### src/rtl/ctt_pkg.sv
// Shared types, command and error codes, and default sizes for the completion tag tracker.
package ctt_pkg;

  localparam int TABLE_DEPTH_DEF = 64;
  localparam int QUEUE_DEPTH_DEF = 64;

  localparam logic [2:0] CMD_ARM      = 3'd0;
  localparam logic [2:0] CMD_SUBMIT   = 3'd1;
  localparam logic [2:0] CMD_COMPLETE = 3'd2;
  localparam logic [2:0] CMD_DRAIN    = 3'd3;
  localparam logic [2:0] CMD_STOP     = 3'd4;
  localparam logic [2:0] CMD_JOIN     = 3'd5;
  localparam logic [2:0] CMD_CLOSE    = 3'd6;

  localparam logic [3:0] ERR_NONE           = 4'd0;
  localparam logic [3:0] ERR_OVERFLOW       = 4'd1;
  localparam logic [3:0] ERR_DUPLICATE      = 4'd2;
  localparam logic [3:0] ERR_GEN_MISMATCH   = 4'd3;
  localparam logic [3:0] ERR_NOT_ARMED      = 4'd4;
  localparam logic [3:0] ERR_BAD_STATE      = 4'd5;
  localparam logic [3:0] ERR_LAUNCH_FAIL    = 4'd6;
  localparam logic [3:0] ERR_AFTER_STOP     = 4'd7;
  localparam logic [3:0] ERR_CLOSE_ACTIVE   = 4'd8;
  localparam logic [3:0] ERR_CLOSE_RETAINED = 4'd9;
  localparam logic [3:0] ERR_CLOSE_UNJOINED = 4'd10;
  localparam logic [3:0] ERR_TABLE_FULL     = 4'd11;
  localparam logic [3:0] ERR_CLOSED         = 4'd12;
  localparam logic [3:0] ERR_JOIN_PENDING   = 4'd13;

  typedef struct packed {
    logic [2:0]  cmd;
    logic [63:0] cookie;
    logic [63:0] gen_low;
    logic [63:0] gen_high;
    logic [9:0]  launch_error;
  } item_t;

  typedef struct packed {
    item_t item;
    logic  tag_op;
    logic  drain_op;
  } job_t;

  typedef struct packed {
    logic [63:0] cookie;
    logic [63:0] gen_low;
    logic [63:0] gen_high;
    logic        submitted;
  } tag_ent_t;

  typedef struct packed {
    logic [63:0] cookie;
    logic [63:0] gen_low;
    logic [63:0] gen_high;
  } fifo_ent_t;

endpackage

### src/rtl/ctt_front.sv
// Front end: accepts command items, classifies them and queues them for the back end.
module ctt_front (
  input  logic            clk,
  input  logic            rst_n,
  input  logic            push,
  input  ctt_pkg::item_t  push_item,
  output logic            full,
  input  logic            take,
  output logic            job_valid,
  output ctt_pkg::job_t   job
);

  ctt_pkg::job_t q_r [2];
  logic          wr_r;
  logic          rd_r;
  logic [1:0]    cnt_r;
  ctt_pkg::job_t in_job;
  logic          pop;

  always_comb begin
    in_job.item     = push_item;
    in_job.tag_op   = (push_item.cmd == ctt_pkg::CMD_ARM) ||
                      (push_item.cmd == ctt_pkg::CMD_SUBMIT);
    in_job.drain_op = (push_item.cmd == ctt_pkg::CMD_DRAIN);
  end

  assign full      = (cnt_r == 2'd2);
  assign job_valid = (cnt_r != 2'd0);
  assign job       = q_r[rd_r];
  assign pop       = take && job_valid;

  always_ff @(posedge clk) begin
    if (push) begin
      q_r[wr_r] <= in_job;
    end
  end

  always_ff @(posedge clk) begin
    if (!rst_n) begin
      wr_r  <= 1'b0;
      rd_r  <= 1'b0;
      cnt_r <= 2'd0;
    end else begin
      if (push) begin
        wr_r <= ~wr_r;
      end
      if (pop) begin
        rd_r <= ~rd_r;
      end
      cnt_r <= cnt_r + {1'b0, push} - {1'b0, pop};
    end
  end

endmodule

### config.mk
export PLATFORM = sky130hd
export DESIGN_NAME = ctt_front
export DESIGN_NICKNAME = d
export VERILOG_FILES = /design/src/rtl/ctt_pkg.sv /design/src/rtl/ctt_front.sv
export SDC_FILE = /design/constraint.sdc
export NUM_CORES = 1
export LEC_CHECK = 0
export BUFFER_PORTS_ARGS = -buffer_cell sky130_fd_sc_hd__buf_2
export CELL_PAD_IN_SITES_DETAIL_PLACEMENT = 1
export CELL_PAD_IN_SITES_GLOBAL_PLACEMENT = 1
export CORE_MARGIN = 2
export CORE_UTILIZATION = 30
export CTS_CLUSTER_DIAMETER = 120
export DETAILED_ROUTE_END_ITERATION = 12
export PLACE_DENSITY = 0.63
export SYNTH_ARGS = -nofsm -noshare
export SYNTH_HDL_FRONTEND = slang
export SYNTH_SLANG_ARGS = --single-unit
export TNS_END_PERCENT = 20
### constraint.sdc
create_clock -name clk -period 12.8 [get_ports clk]
set_clock_uncertainty 0.05 [all_clocks]
set_input_delay 0.64 -clock clk [delete_from_list [all_inputs] [get_ports clk]]
set_output_delay 0.64 -clock clk [all_outputs]
set_load 0.01 [all_outputs]
==> results by group, run 1 <==
Outcome
  – Outcome: finished clean

Global route
  – Initial antenna violation count: 4
  – Via count of the first global-routing pass: roughly 8,500
  – Largest net degree at the start of global routing: 65
  – First-pass GRT wire length: between 50,000 and 60,000 um
  – Overflow after GRT: 0
  – GR Util All Layers: roughly an eighth

Die
  – Height of the die: around 230 um
  – Core area: roughly 52,000 um2
  – Effective utilization at floorplan: a little under a third
  – I/O Pins: roughly 420
  – Die width: ~230 um
  – Row Count: 83
  – Area of the die: roughly 54,000 um2

Place
  – Post-Place Worst Slack: around 8900 ps
  – GP Congestion: 0.793
  – Placed cell count: roughly 1,800
  – PortBufs: ~420
  – HPWL after DPL: 24,100 um

Yosys
  – Synth Area in Adders: less than 1%
  – Area leader, netlist: edfxtp_1
  – Syn avg cell area: about 24 um2
  – Number of synthesis warnings: 0
  – Main synth FF type: edfxtp_1
  – Main area contributors after synthesis: edfxtp_1, mux2_4, mux2_2, buf_6, dfxtp_1
  – Top cell type's share of synthesized area: between 70% and 80%
  – Mux share of post-synthesis cell area: between 10% and 20%
  – Mapped cell area: between 15,000 and 20,000 um2
  – Main combinational cell family by area after synthesis: multiplexers
  – Fraction of the mapped netlist area in simple logic gates: 0.422%
  – Flops & latches, synth: roughly 420
  – Post-synth EDFFs: around 410
  – Seq/Total Area, Yosys: around four fifths
  – Async set-reset flop share out of synthesis: 0%
  – Syn_nets: 880
  – Mapped Cells: 669
  – Xor-xnor portion of the synthesized cell area: less than 1%
  – Synth Area in Compound Gates: less than 1%
  – Most numerous cell in the Yosys netlist: edfxtp_1
  – Most common library cells after synthesis: edfxtp_1, mux2_4, mux2_2
  – Synth cell types: 18

Routing
  – Final WL: approximately 35,000 um
  – Drt drc: 0
  – First-pass DRT Iterations: 6
  – First DRT Iteration DRCs: 324
  – Via-to-Cell Ratio: around 4.2
  – Wirelength per Cell: about 19 um
  – DR vias: just under 8,000
  – Antenna viol nets, final: 0

Worst setup path
  – Slowest stage delay, CP: about 900 ps
  – Critical R2R Capture: q_r[1][104]
  – Crit-path cells: buf_4 > buf_4 > mux2_2 > buf_2
  – CP Capture Type: primary output
  – Startpoint types: flip-flop
  – Slowest CP cell: buf_4
  – Critical path's most frequent cell: buf_4
  – Setup CP Type: flip-flop to primary output
  – Critical path destination: job[72]
  – Critical Path AT: roughly 3700 ps
  – R2r worst-path depth: 3
  – Crit Path Max Fanout: 57
  – CP required: about 12,000 ps
  – Flop-to-flop setup slack: slightly below 10,000 ps
  – RR Startpoint: wr_r
  – CP Buf/Inv Count: 3
  – Dominant delay contributor by cell family on the critical path: buffers and inverters
  – Stages on the worst setup path: 4

Power and ir drop
  – Static leakage: approximately 7.7 nW
  – Power Density: ~180 nW/um2
  – Worst vdd ir: about 0.12 mV

STA
  – Fin. Hold Viols: 0
  – Setup-failing EPs final: 0
  – RSZ-0062 raised after global routing: no
  – Setup ws final: roughly 8400 ps
  – Relative slew slack: 33.2%
  – Final Slew Violations: 0
  – Fin crit share: roughly a third
  – Worst-margin pin slew: roughly 1000 ps
  – Setup TNS Final: 0 ps
  – Fmax: about 0.23 GHz
  – Tmin final: 4410 ps

Final layout
  – Multi-input gate area: 2980 um2
  – Synth-to-layout area growth: 27.5%
  – Final cell count without fillers: approximately 1,800
  – Share of layout cells above drive strength 1: between 60% and 70%
  – Reg area: about 13,000 um2
  – Layout fillers: slightly above 5,000
  – Post-route core utilization: 38.8%
  – Nets: around 1,300

Clocking
  – Setup bufs post-CTS: 0
  – H-tree Lvls: 2
  – CTS resizes: 0
  – CTS Hold Bufs: 0
  – CTS tree: done
  – Worst skew pair latency: between 500 and 600 ps
  – Clk buf depth: 3
  – Clk sinks: 419
  – CTS Root Cell: clkbuf_16
  – CTS clk-pin slew, worst paths: 60 ps
  – CTS Buf Count: 46

Worst hold path
  – Worst hold path type: primary input to flip-flop

Flow run
  – Maxcap violations: 0
power by group:
part,internal (mW),switching [mW]
Sequential,1.59,0.0392
Combinational,0.351,0.316
Clock,0.778,0.522
Total,2.72,0.877
cells in the final DEF (no fill, tap or decap), types with 3 or more instances in the layout:
cell type and count:
buf_2 417, edfxtp_1 414, mux2_4 130, mux2_2 77
clkbuf_16 49, clkinv_2 13, buf_4 10, clkinv_1 9
clkbuf_1 8, bufinv_16 4, dfxtp_1 4, nor2b_1 3
cell families (layout without fill, tap and decap cells):
logic type | count (synthesis) | in the layout
buffers and inverters | 25 | 515
AND/OR/NAND/NOR | 11 | 11
other | 0 | 2
AO/OA/AOI/OAI | 2 | 2
adder cells (fa/ha/maj) | 2 | 2
XOR/XNOR | 1 | 1
flip-flops | 419 | 419
multiplexers | 209 | 209
worst min-delay path by stage:
stage          slack [ps]           start     endpoint  cells after the start
6_report              220  push_item[187]  q_r[0][189]                      1
2_1_floorplan         400            rd_r    flip-flop                      2
5_1_grt               180  push_item[180]  q_r[0][182]                      1
3_3_place_gp          410            rd_r    flip-flop                      2
3_5_place_dp          420            rd_r    flip-flop                      2
4_1_cts               170  push_item[180]  q_r[1][182]                      1
cell type report:
type,count,area share [%]
multi-input combinational,225,14.9
clock buffer,57,6.27
tap,680,4.24
inverter,2,0.0375
clock inverter,29,1.24
timing repair buffer,427,10.8
sequential,419,62.5
antenna,2,0.0250
state kept, by name, summed over array words and instances (netlist names), named ones only:
signal and cells:
wr_r 1, rd_r 1, cnt_r 2, q_r 414
metal layers:
metal / share of wire [%] / vias up / wire length [um] / global-route usage (%)
li1: - / 3578 / - / -
met1: 39 / 3837 / 13600 / 14.4
met2: 50 / 280 / 17500 / 21.2
met3: 8.3 / 70 / 2890 / 4.51
met4: 2.4 / 4 / 847 / 4.58
met5: 0.069 / - / 24 / 0
per-stage QoR:
step,area [um2],power [mW],hold slack (ps)
finish,20000,3.60,216
global route,20000,3.75,178
CTS,20000,3.67,166
detailed placement,18500,2.34,424
global placement,18500,2.33,410
floorplan,15700,2.13,402
worst reg2reg max path, stage by stage (launching register included):
cell,delay (ps)
dfxtp_1,390
and2_4,450
buf_4,680
buf_4,870
(Power assumes the default switching activity.)
==> run 2: changes to the inputs <==
==> constraint.sdc (replaced) <==
create_clock -name clk -period 4.2 [get_ports clk]
set_clock_uncertainty 0.05 [all_clocks]
set_input_delay 0.21 -clock clk [delete_from_list [all_inputs] [get_ports clk]]
set_output_delay 0.21 -clock clk [all_outputs]
set_load 0.01 [all_outputs]
==> run 2 against run 1 <==
- global-route usage up 1.2 points
- highest routed layer unchanged
- cell count rose by 11%
- sequential power grew to 3.0 times the previous value
- register-to-register slack worse by 7700 ps
- clock-buffer cell count fell by 3
- flip-flop and latch count unchanged
- final area rose by 11%
- worst setup slack worse by 6900 ps
- worst hold slack gained 120 ps
- core utilization rose by 4.1 points
- via count is 12% higher
==> results by group, run 2 (synthesis results as in run 1) <==
Global route
  – GR Util All Layers: 13.7% (was 12.5%)
  – First-pass GRT wire length: 56,600 um (was 51,200 um)
  – Via count of the first global-routing pass: 9,728 (was 8,466)
  – Initial antenna violation count: 1 (was 4)
  – Met2 Use GR: 24.2% (was 21.2%)
  – Met1 Use GR: 15.5% (was 14.4%)
  – GRT busiest layer: met2 (unchanged)
  – Largest net degree at the start of global routing: 99 (was 65)
  – Met3 Use GR: 4.20% (was 4.51%)
  – Overflow after GRT: 0 (unchanged)

STA
  – Setup ws final: 1490 ps (was 8390 ps)
  – Fin. Hold Viols: 0 (unchanged)
  – Setup-failing EPs final: 0 (unchanged)
  – Tmin final: about 2700 ps
  – Relative slew slack: 52.9% (was 33.2%)
  – Worst-margin pin slew: 706 ps (was 1000 ps)
  – Worst Hold Margin: 332 ps (was 216 ps)
  – Final Slew Violations: 0 (unchanged)
  – RSZ-0062 raised after global routing: no (unchanged)
  – Fmax: 0.369 GHz
  – Fin crit share: roughly 65%

Power and ir drop
  – Sequential share of power: 44.7% (was 45.3%)
  – Worst vdd ir: 0.346 mV (was 0.121 mV)
  – Static leakage: 8.55 nW (was 7.67 nW)
  – Int Pwr: 8.35 mW (was 2.72 mW)
  – Power Density: 501 nW/um2 (was 180 nW/um2)
  – Net switching share of the total power: 24.9% (was 24.4%)
  – Psw: 2.77 mW (was 877 uW)
  – Combinational cell fraction of total power: 20.4% (was 18.5%)
  – Clock power frac: 35.0% (was 36.1%)

Routing
  – First DRT Iteration DRCs: 357 (was 324)
  – Drt drc: 0 (unchanged)
  – Final WL: 38,200 um (was 34,900 um)
  – DR vias: 8,735 (was 7,769)
  – First-pass DRT Iterations: 4 (was 6)
  – Wirelength per Cell: 18.6 um (was 19.0 um)
  – Via-to-Cell Ratio: 4.27 (was 4.22)
  – Antenna viol nets, final: 0 (unchanged)

Worst setup path
  – CP required: 3940 ps (was 12,110 ps)
  – Setup CP Type: flip-flop to primary output (unchanged)
  – Crit Path Max Fanout: 32 (was 57)
  – CP Capture Type: primary output (unchanged)
  – Critical Path AT: 2450 ps (was 3720 ps)
  – Startpoint types: flip-flop (unchanged)

Clocking
  – Worst skew pair latency: 540 ps (was 550 ps)
  – CTS Buf Count: 46 (unchanged)
  – CTS tree: done (unchanged)
  – CTS clk-pin slew, worst paths: 70 ps (was 60 ps)
  – CTS Root Cell: clkbuf_16 (unchanged)
  – Setup bufs post-CTS: 0 (unchanged)
  – H-tree Lvls: 2 (unchanged)
  – Clk sinks: 419 (unchanged)
  – Clk buf depth: 3 (unchanged)

Outcome
  – Outcome: finished clean (unchanged)

Die
  – Height of the die: 233 um (unchanged)
  – Effective utilization at floorplan: 30.5% (unchanged)
  – Die width: 233 um (unchanged)
  – Area of the die: 54,300 um2 (unchanged)
  – I/O Pins: 418 (unchanged)
  – Row Count: 83 (unchanged)
  – Core area: 51,600 um2 (unchanged)

Final layout
  – Layout fillers: 5,144 (was 5,168)
  – Biggest regs: q_r x414, cnt_r x2 (unchanged)
  – Most common cell after layout, fill and taps aside: buf_2 (unchanged)
  – Synth-to-layout area growth: 41.0% (was 27.5%)
  – # diodes: 0 (was 2)
  – Share of layout cells above drive strength 1: 51.6% (was 61.0%)
  – Post-route cell area: 22,200 um2 (was 20,000 um2)
  – Nets: 1,541 (was 1,332)
  – Commonest cells after routing, fill and taps aside: buf_2, edfxtp_1, dlygate4sd3_1, mux2_4, mux2_2 (was buf_2, edfxtp_1, mux2_4, mux2_2, clkbuf_16)
  – Biggest register: q_r (unchanged)
  – Largest register FFs: 414 (unchanged)

Place
  – DP Area: 18,600 um2 (was 18,500 um2)
  – GP Congestion: 0.719 (was 0.793)
  – Post-Place Worst Slack: 2020 ps (was 8880 ps)
  – PortBufs: 417 (unchanged)
  – HPWL after DPL: 23,900 um (was 24,100 um)

Worst hold path
  – Worst hold path type: primary input to flip-flop (unchanged)

Flow run
  – Maxcap violations: 0 (unchanged)
## run 2: stage by stage
stage | std cells | TNS (ps) | util [%] | power (mW)
after detailed placement | 1753 | 0 | 36.1 | 7.18
after CTS | 2047 | 0 | 42.9 | 11.3
final | 2047 | 0 | 42.9 | 11.1
after global placement | 1753 | 0 | 36.1 | 7.14
after global routing | 2047 | 0 | 42.9 | 11.6
after floorplan | 669 | -313570 | - | 6.45
## run 2: final cells by class
| type | instances | area [um2] | share of cell area (%) |
|---|---|---|---|
| sequential | 419 | 12500 | 56.6 |
| timing repair buffer | 636 | 4340 | 19.6 |
| multi-input combinational | 225 | 2980 | 13.4 |
| clock buffer | 54 | 1200 | 5.42 |
| tap | 680 | 851 | 3.84 |
| clock inverter | 31 | 249 | 1.12 |
| inverter | 2 | 7.51 | 0.0339 |
## run 2: routing by layer
metal,vias up,part of all wire [%]
met5,-,0.042
met4,2,3.1
met3,79,6.8
met2,305,52
met1,4353,39
li1,3996,-
## run 2: worst max-delay path, stage by stage (launching register included)
cell and delay [ps]:
dfxtp_4 760, buf_4 560, mux2_2 400, buf_2 150
## run 2: path summary, 6_finish.rpt
check / depth (start not counted) / to / start / slack [ps]
setup / recovery: 3 / job[45] / flip-flop / 1490
hold / removal: 2 / q_r[0][129] / push_item[127] / 330
setup reg to reg: 2 / q_r[0][150] / wr_r / 2210
hold reg to reg: 2 / rd_r / rd_r / 430
## run 2: power groups by stage
| stage | sequential, mW | combinational [mW] | clock (mW) |
|---|---|---|---|
| global placement | 5.04 | 2.10 | 0 |
| finish | 4.96 | 2.26 | 3.89 |
| detailed placement | 5.06 | 2.12 | 0 |
| CTS | 4.97 | 2.29 | 4.00 |
| floorplan | 5.00 | 1.45 | 0 |
| global route | 4.99 | 2.42 | 4.16 |
## run 2: repair_timing
item                                   4_1_cts  5_1_grt
endpoints found under the hold margin      419        0
hold buffers                               209        0
resized for setup                            0        0
==> run 3: changes to the inputs <==
==> constraint.sdc (replaced) <==
create_clock -name clk -period 2.8 [get_ports clk]
set_clock_uncertainty 0.05 [all_clocks]
set_input_delay 0.14 -clock clk [delete_from_list [all_inputs] [get_ports clk]]
set_output_delay 0.14 -clock clk [all_outputs]
set_load 0.01 [all_outputs]
==> run 3 against run 2 <==
- wire length rose by 0.56%
- sequential power is 49% higher
- core utilization increased by 0.34 points
- critical path depth did not move
- cell count rose by 0.83%
- combinational power grew 58%
- via count hardly changed
- clock power up 47%
- flip-flop and latch count is the same
- non-clock buffer count rose by 16
- worst setup slack lost 970 ps
- power up 50%
- largest cell class unchanged
==> results by group, run 3 (synthesis results as in run 1) <==
STA
  – Fin crit share: about four fifths
  – Fmax: ~0.44 GHz
  – Relative slew slack: 44.3% (was 52.9%)
  – Setup-failing EPs final: 0 (unchanged)
  – Tmin final: 2280 ps
  – Setup ws final: 522 ps (was 1490 ps)
  – RSZ-0062 raised after global routing: no (unchanged)
  – Worst-margin pin slew: 836 ps (was 706 ps)
  – Final Slew Violations: 0 (unchanged)
  – Fin. Hold Viols: 0 (unchanged)

Routing
  – Via-to-Cell Ratio: 4.23 (was 4.27)
  – Wirelength per Cell: 18.6 um (about the same)
  – Final WL: 38,400 um (was 38,200 um)
  – First DRT Iteration DRCs: 344 (was 357)
  – Drt drc: 0 (unchanged)
  – First-pass DRT Iterations: 4 (unchanged)
  – DR vias: 8,728 (was 8,735)
  – Antenna viol nets, final: 0 (unchanged)

Clocking
  – CTS Hold Bufs: 209 (unchanged)
  – CTS resizes: 0 (unchanged)
  – CTS clk-pin slew, worst paths: 60 ps (was 70 ps)
  – Setup bufs post-CTS: 0 (unchanged)
  – Clk buf depth: 3 (unchanged)
  – H-tree Lvls: 2 (unchanged)
  – CTS Buf Count: 45 (was 46)
  – CTS Root Cell: clkbuf_16 (unchanged)
  – CTS tree: done (unchanged)
  – Clk sinks: 419 (unchanged)
  – Worst skew pair latency: 550 ps (was 540 ps)

Final layout
  – Nets: 1,556 (was 1,541)
  – Final cell count without fillers: 2,064 (was 2,047)
  – Share of layout cells above drive strength 1: 52.1% (was 51.6%)
  – Largest register FFs: 414 (unchanged)
  – Biggest register: q_r (unchanged)
  – Most common cell after layout, fill and taps aside: buf_2 (unchanged)
  – Synth-to-layout area growth: 42.1% (was 41.0%)
  – Commonest cells after routing, fill and taps aside: buf_2, edfxtp_1, dlygate4sd3_1, mux2_4, mux2_2 (unchanged)
  – Biggest regs: q_r x414, cnt_r x2 (unchanged)

Worst setup path
  – Critical R2R Capture: wr_r (was q_r[0][150])
  – CP Capture Type: primary output (unchanged)
  – Slowest CP cell: dfxtp_4 (unchanged)
  – Slowest stage delay, CP: 480 ps (was 760 ps)
  – Setup CP Type: flip-flop to primary output (unchanged)
  – CP required: 2610 ps (was 3940 ps)
  – Crit-path cells: buf_12 > mux2_2 > buf_2 (was buf_4 > mux2_2 > buf_2)
  – Critical Path AT: 2090 ps (was 2450 ps)
  – Flop-to-flop setup slack: 1040 ps (was 2210 ps)
  – R2r worst-path depth: 4 (was 2)
  – Crit Path Max Fanout: 63 (was 32)
  – RR Startpoint: wr_r (unchanged)
  – Startpoint types: flip-flop (unchanged)

Power and ir drop
  – Worst vdd ir: 0.488 mV (was 0.346 mV)
  – Static leakage: 8.62 nW (was 8.55 nW)
  – Power Density: 747 nW/um2 (was 501 nW/um2)

Die
  – Core area: 51,600 um2 (unchanged)
  – Effective utilization at floorplan: 30.5% (unchanged)
  – Height of the die: 233 um (unchanged)
  – Area of the die: 54,300 um2 (unchanged)
  – I/O Pins: 418 (unchanged)
  – Row Count: 83 (unchanged)
  – Die width: 233 um (unchanged)

Place
  – PortBufs: 417 (unchanged)
  – HPWL after DPL: 24,500 um (was 23,900 um)
  – GP Congestion: 0.717 (was 0.719)
  – Post-Place Worst Slack: 1120 ps (was 2020 ps)
  – Placed cell count: 1,769 (was 1,753)

Global route
  – GR Util All Layers: 13.8% (was 13.7%)
  – Overflow after GRT: 0 (unchanged)
  – Initial antenna violation count: 4 (was 1)
  – First-pass GRT wire length: 57,100 um (was 56,600 um)
  – Via count of the first global-routing pass: 9,741 (was 9,728)
  – Largest net degree at the start of global routing: 114 (was 99)

Worst hold path
  – Worst hold path type: primary input to flip-flop (unchanged)
  – Hold Path Depth: 2 (unchanged)
  – Hold_sp: push_item[160] (was push_item[127])
  – Hold worst-path end: q_r[0][162] (was q_r[0][129])

Outcome
  – Outcome: finished clean (unchanged)

Flow run
  – Maxcap violations: 0 (unchanged)
[run 3: worst max path at each step]
stage | from | endpoint | cells after the start
after floorplan | wr_r | q_r[0][0] | 1
after global placement | flip-flop | job[4] | 3
after detailed placement | flip-flop | job[5] | 3
after CTS | flip-flop | job[5] | 3
after global routing | flip-flop | job[2] | 3
final | flip-flop | job[2] | 3
[run 3: cell type report]
cell class              count  area, um2
fillers                  5095      29300
flip-flops and latches    419      12500
repair buffers            652       4540
multi-input cells         225       2980
clock buffers              55       1210
well taps                 680        851
clock inverters            28        216
inverters                   2       7.51
diodes                      3       7.51
[run 3: critical path: cells and delay by family (launching register included)]
family / cells / cell delay [ps]
buffers and inverters: 2 / 500
muxes: 1 / 420
DFF: 1 / 480
[run 3: per-stage QoR]
stage	utilization, %	hold slack, ps	setup TNS [ps]	area (um2)	total power, mW
detailed placement	36.5	281	0	18800	10.9
global placement	36.5	278	0	18800	10.8
floorplan	-	189	-342070	15700	9.66
global route	43.3	221	0	22300	17.4
finish	43.3	258	0	22300	16.7
CTS	43.3	200	0	22300	16.9
[run 3: power by group]
| group | total (mW) | internal [mW] | switching [mW] | leakage [nW] |
|---|---|---|---|---|
| Combinational | 3.57 | 1.92 | 1.65 | 4.00 |
| Clock | 5.73 | 3.34 | 2.39 | 0.693 |
| Sequential | 7.40 | 7.28 | 0.120 | 3.93 |
| Total | 16.7 | 12.5 | 4.16 | 8.62 |
[run 3: routing by layer]
layer / share of wire, % / global-route usage (%) / vias up / routed length [um]
met4: 1.9 / 3.94 / 2 / 735
met5: 0.029 / 0 / - / 11
met2: 51 / 24.4 / 295 / 19800
met1: 39 / 15.9 / 4341 / 15100
met3: 7.1 / 4.36 / 56 / 2730
li1: - / - / 4034 / -
